`src/fpqs_pkg.sv`:
```
package fpqs_pkg;

    localparam int NUM_PARTITIONS_DEF = 3;
    localparam int QUEUE_DEPTH_DEF    = 8;

    localparam int NUM_REGS  = 3;
    localparam int REG_IDX_W = 2;
    localparam int REG_W     = 8;

    localparam logic [REG_W-1:0] SIZE_RESET [NUM_REGS] = '{8'd10, 8'd15, 8'd25};

    localparam int FIELD_W = 8;
    localparam int TIME_W  = 16;
    localparam int IN_W    = 24;
    localparam int OUT_W   = 40;

    typedef enum logic {
        CMD_ADD  = 1'b0,
        CMD_TICK = 1'b1
    } t_cmd;

    typedef enum logic {
        KIND_ACK  = 1'b0,
        KIND_TICK = 1'b1
    } t_kind;

    typedef enum logic [1:0] {
        CAUSE_NONE   = 2'd0,
        CAUSE_NO_FIT = 2'd1,
        CAUSE_FULL   = 2'd2
    } t_cause;

    typedef struct packed {
        logic                   accepted;
        t_cause                 reject_cause;
        logic [1:0]             partition_index;
        logic                   busy_res;
        logic [FIELD_W-1:0]     running_id;
        logic [FIELD_W-1:0]     time_left;
        logic                   finished;
        logic [TIME_W-1:0]      tick_time;
    } t_result;

endpackage

```
`src/fixed_partition_queue_scheduler.sv`:
```
// Fixed-partition process scheduler with one FIFO queue per partition.
// Input stream (s_axis): tuser selects the command, add process or time tick;
// tdata carries proc_id, service_time and proc_size. Output stream (m_axis):
// tuser gives the result kind, tdata the result fields, tlast marks the last
// result of one input transaction. An add yields one acknowledgement, a tick
// yields one report per partition in index order.
// One transaction at a time: ready is high only while the sequencer idles.
// An add scans the partition sizes through one shared compare, one partition
// per cycle, and stops at the first partition that fits or, when none fits,
// at the last one. For each partition a tick reads the queue head from the
// queue memory; for a busy partition the remaining time is then decremented
// and written back, an empty partition goes straight to its report. Each
// report waits in the output register for its handshake.
// A stalled receiver holds the current result in the output register and
// halts the sequencer; nothing is dropped.
// Reset empties all queues, clears the tick counter and restores the
// partition sizes 10, 15 and 25. The queue memory is not cleared; only the
// head entry of a non-empty queue is used. The user must write partition
// sizes through the cfg port only while idle; the block does not enforce it.
module fixed_partition_queue_scheduler
    import fpqs_pkg::*;
#(
    parameter int NUM_PARTITIONS = NUM_PARTITIONS_DEF,
    parameter int QUEUE_DEPTH    = QUEUE_DEPTH_DEF
) (
    input  logic                 i_clk,
    input  logic                 i_rst_n,
    input  logic                 i_s_axis_tvalid,
    output logic                 o_s_axis_tready,
    // proc_id [7:0], service_time [15:8], proc_size [23:16]
    input  logic [IN_W-1:0]      i_s_axis_tdata,
    // cmd [0]
    input  logic                 i_s_axis_tuser,
    output logic                 o_m_axis_tvalid,
    input  logic                 i_m_axis_tready,
    // accepted [0], reject_cause [2:1], partition_index [4:3], busy_res [5],
    // running_id [13:6], time_left [21:14], finished [22], tick_time [38:23]
    output logic [OUT_W-1:0]     o_m_axis_tdata,
    // result_kind [0]
    output logic                 o_m_axis_tuser,
    output logic                 o_m_axis_tlast,
    input  logic                 i_cfg_we,
    input  logic [REG_IDX_W-1:0] i_cfg_index,
    input  logic [REG_W-1:0]     i_cfg_data
);

    localparam int IDX_W  = (NUM_PARTITIONS > 1) ? $clog2(NUM_PARTITIONS) : 1;
    localparam int PTR_W  = (QUEUE_DEPTH > 1) ? $clog2(QUEUE_DEPTH) : 1;
    localparam int CNT_W  = $clog2(QUEUE_DEPTH + 1);
    localparam int MEM_D  = NUM_PARTITIONS * QUEUE_DEPTH;
    localparam int ADDR_W = (MEM_D > 1) ? $clog2(MEM_D) : 1;
    localparam int ENT_W  = 2 * FIELD_W;

    typedef enum logic [2:0] {
        S_IDLE,
        S_SCAN,
        S_HEAD,
        S_SERVE,
        S_OUT
    } t_state;

    t_state              r_state;
    logic [REG_W-1:0]    r_part_size [NUM_PARTITIONS];
    logic [PTR_W-1:0]    r_head      [NUM_PARTITIONS];
    logic [PTR_W-1:0]    r_tail      [NUM_PARTITIONS];
    logic [CNT_W-1:0]    r_count     [NUM_PARTITIONS];
    logic [TIME_W-1:0]   r_tick_count;
    logic [IDX_W-1:0]    r_idx;
    logic [FIELD_W-1:0]  r_id;
    logic [FIELD_W-1:0]  r_st;
    logic [FIELD_W-1:0]  r_size;

    logic [ENT_W-1:0]    r_mem [MEM_D];
    logic [ENT_W-1:0]    r_rdata;

    t_result             r_res;
    t_kind               r_kind;
    logic                r_valid;
    logic                r_last;

    logic                n_fit;
    logic                n_full;
    logic                n_last_part;
    logic [PTR_W-1:0]    n_ptr;
    logic [ADDR_W-1:0]   n_addr;
    logic                n_we;
    logic [ENT_W-1:0]    n_wdata;
    logic [FIELD_W-1:0]  n_left;
    logic                n_fin;
    logic [PTR_W-1:0]    n_head_next;
    logic [PTR_W-1:0]    n_tail_next;

    assign n_fit       = (r_part_size[r_idx] >= r_size);
    assign n_full      = (r_count[r_idx] == CNT_W'(QUEUE_DEPTH));
    assign n_last_part = (r_idx == IDX_W'(NUM_PARTITIONS - 1));
    assign n_ptr       = (r_state == S_SCAN) ? r_tail[r_idx] : r_head[r_idx];
    assign n_addr      = ADDR_W'(r_idx) * ADDR_W'(QUEUE_DEPTH) + ADDR_W'(n_ptr);
    assign n_left      = (r_rdata[FIELD_W-1:0] == '0) ? '0 : r_rdata[FIELD_W-1:0] - 1'b1;
    assign n_fin       = (n_left == '0);
    assign n_head_next = (r_head[r_idx] == PTR_W'(QUEUE_DEPTH - 1)) ? '0
                                                                   : r_head[r_idx] + 1'b1;
    assign n_tail_next = (r_tail[r_idx] == PTR_W'(QUEUE_DEPTH - 1)) ? '0
                                                                   : r_tail[r_idx] + 1'b1;

    always_comb begin
        n_we    = 1'b0;
        n_wdata = {r_id, r_st};
        case (r_state)
            S_SCAN: begin
                n_we = n_fit && !n_full;
            end
            S_SERVE: begin
                n_we    = !n_fin;
                n_wdata = {r_rdata[ENT_W-1:FIELD_W], n_left};
            end
            default: begin
                n_we = 1'b0;
            end
        endcase
    end

    always_ff @(posedge i_clk) begin
        if (n_we) begin
            r_mem[n_addr] <= n_wdata;
        end
        r_rdata <= r_mem[n_addr];
    end

    always_ff @(posedge i_clk) begin
        if (!i_rst_n) begin
            for (int i = 0; i < NUM_PARTITIONS; i++) begin
                r_part_size[i] <= (i < NUM_REGS) ? SIZE_RESET[i] : '0;
            end
        end else if (i_cfg_we) begin
            for (int i = 0; i < NUM_PARTITIONS; i++) begin
                if (i < NUM_REGS && i_cfg_index == REG_IDX_W'(i)) begin
                    r_part_size[i] <= i_cfg_data;
                end
            end
        end
    end

    always_ff @(posedge i_clk) begin
        if (!i_rst_n) begin
            r_state      <= S_IDLE;
            r_valid      <= 1'b0;
            r_tick_count <= '0;
            r_idx        <= '0;
            for (int i = 0; i < NUM_PARTITIONS; i++) begin
                r_head[i]  <= '0;
                r_tail[i]  <= '0;
                r_count[i] <= '0;
            end
        end else begin
            case (r_state)
                S_IDLE: begin
                    if (i_s_axis_tvalid) begin
                        r_id   <= i_s_axis_tdata[7:0];
                        r_st   <= (i_s_axis_tdata[15:8] == '0) ? FIELD_W'(1)
                                                               : i_s_axis_tdata[15:8];
                        r_size <= i_s_axis_tdata[23:16];
                        r_idx  <= '0;
                        r_state <= (t_cmd'(i_s_axis_tuser) == CMD_TICK) ? S_HEAD : S_SCAN;
                    end
                end
                S_SCAN: begin
                    r_kind                 <= KIND_ACK;
                    r_last                 <= 1'b1;
                    r_res.busy_res         <= 1'b0;
                    r_res.running_id       <= '0;
                    r_res.time_left        <= '0;
                    r_res.finished         <= 1'b0;
                    r_res.tick_time        <= r_tick_count;
                    if (n_fit) begin
                        r_res.partition_index <= 2'(r_idx);
                        if (n_full) begin
                            r_res.accepted     <= 1'b0;
                            r_res.reject_cause <= CAUSE_FULL;
                        end else begin
                            r_res.accepted     <= 1'b1;
                            r_res.reject_cause <= CAUSE_NONE;
                            r_tail[r_idx]      <= n_tail_next;
                            r_count[r_idx]     <= r_count[r_idx] + 1'b1;
                        end
                        r_valid <= 1'b1;
                        r_state <= S_OUT;
                    end else if (n_last_part) begin
                        r_res.accepted        <= 1'b0;
                        r_res.reject_cause    <= CAUSE_NO_FIT;
                        r_res.partition_index <= '0;
                        r_valid <= 1'b1;
                        r_state <= S_OUT;
                    end else begin
                        r_idx <= r_idx + 1'b1;
                    end
                end
                S_HEAD: begin
                    r_kind                <= KIND_TICK;
                    r_last                <= n_last_part;
                    r_res.accepted        <= 1'b0;
                    r_res.reject_cause    <= CAUSE_NONE;
                    r_res.partition_index <= 2'(r_idx);
                    r_res.tick_time       <= r_tick_count;
                    r_res.busy_res        <= 1'b0;
                    r_res.running_id      <= '0;
                    r_res.time_left       <= '0;
                    r_res.finished        <= 1'b0;
                    if (r_count[r_idx] == '0) begin
                        r_valid <= 1'b1;
                        r_state <= S_OUT;
                    end else begin
                        r_state <= S_SERVE;
                    end
                end
                S_SERVE: begin
                    r_res.busy_res   <= 1'b1;
                    r_res.running_id <= r_rdata[ENT_W-1:FIELD_W];
                    r_res.time_left  <= n_left;
                    r_res.finished   <= n_fin;
                    if (n_fin) begin
                        r_head[r_idx]  <= n_head_next;
                        r_count[r_idx] <= r_count[r_idx] - 1'b1;
                    end
                    r_valid <= 1'b1;
                    r_state <= S_OUT;
                end
                S_OUT: begin
                    if (i_m_axis_tready) begin
                        r_valid <= 1'b0;
                        if (r_last) begin
                            if (r_kind == KIND_TICK) begin
                                r_tick_count <= r_tick_count + 1'b1;
                            end
                            r_state <= S_IDLE;
                        end else begin
                            r_idx   <= r_idx + 1'b1;
                            r_state <= S_HEAD;
                        end
                    end
                end
                default: begin
                    r_state <= S_IDLE;
                end
            endcase
        end
    end

    assign o_s_axis_tready = (r_state == S_IDLE);
    assign o_m_axis_tvalid = r_valid;
    assign o_m_axis_tuser  = r_kind;
    assign o_m_axis_tlast  = r_last;
    assign o_m_axis_tdata  = {1'b0, r_res.tick_time, r_res.finished, r_res.time_left,
                              r_res.running_id, r_res.busy_res, r_res.partition_index,
                              r_res.reject_cause, r_res.accepted};

    a_ready_excl_out: assert property (@(posedge i_clk) disable iff (!i_rst_n)
        o_s_axis_tready |-> !o_m_axis_tvalid)
        else $error("input ready while a result is pending");

    a_count_bound: assert property (@(posedge i_clk) disable iff (!i_rst_n)
        r_count[r_idx] <= CNT_W'(QUEUE_DEPTH))
        else $error("queue count above depth");

    a_ack_single: assert property (@(posedge i_clk) disable iff (!i_rst_n)
        (o_m_axis_tvalid && o_m_axis_tuser == KIND_ACK) |-> o_m_axis_tlast)
        else $error("add acknowledgement not marked last");

    a_tick_advance: assert property (@(posedge i_clk) disable iff (!i_rst_n)
        (o_m_axis_tvalid && i_m_axis_tready && o_m_axis_tlast && o_m_axis_tuser == KIND_TICK)
        |=> r_tick_count == $past(r_tick_count) + 1'b1)
        else $error("tick counter did not advance after tick");

    a_served_busy: assert property (@(posedge i_clk) disable iff (!i_rst_n)
        (r_state == S_SERVE) |-> (r_count[r_idx] != '0))
        else $error("served an empty queue");

endmodule
```
`config.mk`:
```
export PLATFORM = sky130hd
export DESIGN_NAME = fixed_partition_queue_scheduler
export DESIGN_NICKNAME = d
export VERILOG_FILES = /design/src/fpqs_pkg.sv /design/src/fixed_partition_queue_scheduler.sv
export SDC_FILE = /design/constraint.sdc
export NUM_CORES = 1
export LEC_CHECK = 0
export BUFFER_PORTS_ARGS = -buffer_cell sky130_fd_sc_hd__buf_2
export CAP_MARGIN = 40
export CORE_MARGIN = 4
export CORE_UTILIZATION = 62
export DETAILED_ROUTE_END_ITERATION = 10
export GPL_ROUTABILITY_DRIVEN = 0
export PLACE_DENSITY = 0.8
export SLEW_MARGIN = 40
export SYNTH_ARGS = -nofsm -noshare
export SYNTH_HDL_FRONTEND = slang
export SYNTH_SLANG_ARGS = --single-unit
export TNS_END_PERCENT = 20
```
`constraint.sdc`:
```
create_clock -name i_clk -period 6 [get_ports i_clk]
set_clock_uncertainty 0.2 [all_clocks]
set_input_delay 1.2 -clock i_clk [delete_from_list [all_inputs] [get_ports i_clk]]
set_output_delay 1.2 -clock i_clk [all_outputs]
set_load 0.01 [all_outputs]
```
==> out/summary.txt <==
WP buf/inv = 1
Final HPWL DP = 34100 um
row count = 69
Worst R2R End = r_mem[14][13]
worst r2r path cells = 10
FF+latch area = 16210 sq um
crit path max-delay cell type = nor2_1
delay-heaviest family, CP = compound AO/OA/AOI/OAI gates
Post-synth top cells = 513 x edfxtp_1, 201 x nand2_1, 93 x nor2_1
worst slack, placed = 1373 ps
register area share after synthesis = 0.7250
layout net count = 1650
Cell Count Post-Placement = 1993
WP data arrival = 4530 ps
Syn Inst Count = 1491
CTS tree = yes
Hold Buf Count CTS = 0
Cell Chain, Critical Path = mux2i_1, o21ai_0, ha_1, and3_1, nand3_1, o211a_1, a21oi_1, o21ai_1, nor2_1, buf_4
kind of critical path = flip-flop to flip-flop
layout cells sized above 1 = 0.1686
via count = 13630
hold path start = r_tick_count[15]
Clock Sinks = 553
Placed Area = 23310 sq um
Post-synth ARST share = 0
post_cts resized = 0
Area Overhead vs Synth = 11.76%
GRT Util Overall = 0.2768
fin crit share = 0.7390
Peak VDD IR = 0.0002973 V
R2R setup slack = 1570 ps
mapped cell area = 22350 sq um
H-tree Lvls = 2
vias in the first global route = 13450
startpoint types = flip-flop
Die Area = 39150 sq um
Final Slew Violations = 0
Synth cell types = 69
top_reg_cell synth = edfxtp_1
First-pass DRT Iterations = 6
fillers = 2227
Core Region = 35570 sq um
LEAKAGE = 8.678 nW
worst hold endpoint = o_m_axis_tdata[38]
RSZ-0062 raised after global routing = false
max incr delay on CP = 740 ps
Fmax = 0.2255 GHz
Mapped Nets = 1552
global-route wire length before repair = 81190 um
hold crit path type = flip-flop to flip-flop
width of the die = 197.9 um
top cells by area, synth = edfxtp_1 69%, mux4_2 3.6%, dfxtp_1 3.6%
Critical Path Fanout Max = 13
postcts setup bufs = 0
Via density = 6.513
Max Cap Viol = 0
Pwr Density = 377.8 nW/um^2
Detail Route Antenna Nets = 0
Ports = 84
non-filler instance count after layout = 2093
slew margin rel. = 0.4396
Finished Cell Area = 24980 sq um
Root Driver = clkbuf_16
DRT iter0 DRCs = 1822
DRT Wirelength = 54270 um
Worst-Margin Slew = 837.5 ps
setup TNS = 0 ps
Final setup viols = 0
initial antenna violation count = 1
Port Buffers = 82
Die Ht = 197.9 um
Tmin final = 4434 ps
Final WS setup = 1566 ps
Synth area leader = edfxtp_1
CP Data Required Time = 6090 ps
clock latency on the worst-skew pair = 600 ps
critical path endpoint category = flip-flop
Fin. Hold Viols = 0
Initial Utilization = 0.6284
Avg Cell Area, Syn = 14.99 sq um
clk slew on worst S/H paths = 60 ps
clk buf depth = 3
total global routing overflow = 0
dominant cell by count in the synthesized netlist = edfxtp_1
critical path depth = 10
status = completed
largest net degree at the start of global routing = 65
WHS Path Cells = 0
share of the synthesized area in the top cell type = 0.6892
area of the multi-input gates = 5704 sq um
Post-synth EDFFs = 513
number of synthesis warnings = 0
routed len/inst = 25.93 um
Synth Register Bits = 553
DRC = 0
cts bufs inserted = 53
==> layer usage <==
metal / up-vias / share of wire / GRT usage
met2: 898 / 0.48 / 0.4425
li1: 5882 / - / -
met1: 6707 / 0.36 / 0.3767
met4: 0 / 0.048 / 0.1214
met3: 145 / 0.11 / 0.05479
met5: - / 0 / 0
==> power breakdown <==
part	switching, mW	internal [mW]	leakage (nW)
Clock	1.38	1.79	0.806
Combinational	1.13	0.541	2.85
Sequential	0.105	4.49	5.03
==> worst max-delay path by stage <==
stage                     startpoint             to  slack (ps)
after global routing      r_rdata[0]  r_count[2][3]        1200
final                      flip-flop  r_mem[14][13]        1570
after CTS                  flip-flop    r_mem[8][6]        1340
after detailed placement   flip-flop   r_mem[12][2]        1370
after global placement     flip-flop   r_mem[12][2]        1130
after floorplan            flip-flop    r_mem[0][0]        1880
==> area by class of cell <==
class | count | area share
sequential | 553 | 0.6488
multi-input combinational | 824 | 0.2283
clock buffer | 70 | 0.05690
timing repair buffer | 125 | 0.02925
tap | 461 | 0.02309
clock inverter | 27 | 0.008715
inverter | 32 | 0.004808
antenna | 1 | 0.0001002
==> layout by cell type (no fill, tap or decap), types with 8 or more instances in the layout <==
cell / Yosys / layout
nand3b_1: 8 / 8
nor3_1: 15 / 14
a21oi_1: 48 / 47
o2111ai_1: 10 / 10
or3_1: 9 / 9
dfxtp_1: 40 / 38
nor2_1: 93 / 88
mux2i_1: 31 / 30
a21o_2: 0 / 16
inv_1: 30 / 30
buf_2: 25 / 82
xor2_1: 8 / 8
and3_1: 38 / 38
clkbuf_1: 40 / 15
nand3_1: 31 / 31
buf_4: 10 / 42
clkinv_2: 0 / 14
nand2b_1: 17 / 17
o31ai_1: 11 / 11
a21o_1: 33 / 17
xnor2_1: 12 / 12
clkbuf_16: 0 / 54
a221oi_1: 9 / 9
nand2_1: 201 / 201
edfxtp_1: 513 / 513
and2_1: 24 / 24
o21ai_0: 31 / 31
mux4_2: 36 / 36
nand4_1: 9 / 9
a31oi_1: 9 / 9
a311oi_1: 11 / 11
ha_1: 20 / 20
a211oi_1: 17 / 17
==> state kept, by name (all words and copies together), names as in the netlist, named ones only <==
signal,flops
o_m_axis_tdata,39
o_m_axis_tlast,1
o_m_axis_tuser,1
o_m_axis_tvalid,1
r_count,16
r_head,12
r_id,8
r_idx,2
r_mem,384
r_part_size,24
r_rdata,16
r_size,8
r_st,8
r_state,3
r_tail,12
r_tick_count,16
==> worst reg2reg max path: stages (launching register included) <==
cell and delay [ps]:
dfxtp_2 610, mux2i_1 230, o21ai_0 100, ha_1 320, and3_1 200, nand3_1 80
o211a_1 300, a21oi_1 650, o21ai_1 390, nor2_1 740, buf_4 310
==> metrics by stage <==
stage,utilization,power (mW),hold slack [ps]
floorplan,-,5.715,228.0
detailed placement,0.6555,6.300,241.9
finish,0.7023,9.439,254.4
global placement,0.6541,6.244,236.9
global route,0.7023,9.750,279.4
CTS,0.7016,9.444,256.8
==> cells by family (layout without fill, tap and decap cells) <==
kind of cell | count (synthesis) | count (layout) | synth area share
AND/OR/NAND/NOR | 474 | 474 | 0.09874
multiplexers | 79 | 79 | 0.06129
AO/OA/AOI/OAI | 229 | 229 | 0.07092
buffers and inverters | 114 | 254 | 0.02396
XOR/XNOR | 20 | 20 | 0.007837
flip-flops | 553 | 553 | 0.7250
adder cells (fa/ha/maj) | 21 | 21 | 0.01209
other | 1 | 2 | 0.0001678
Power figures use the tool's default switching activity.
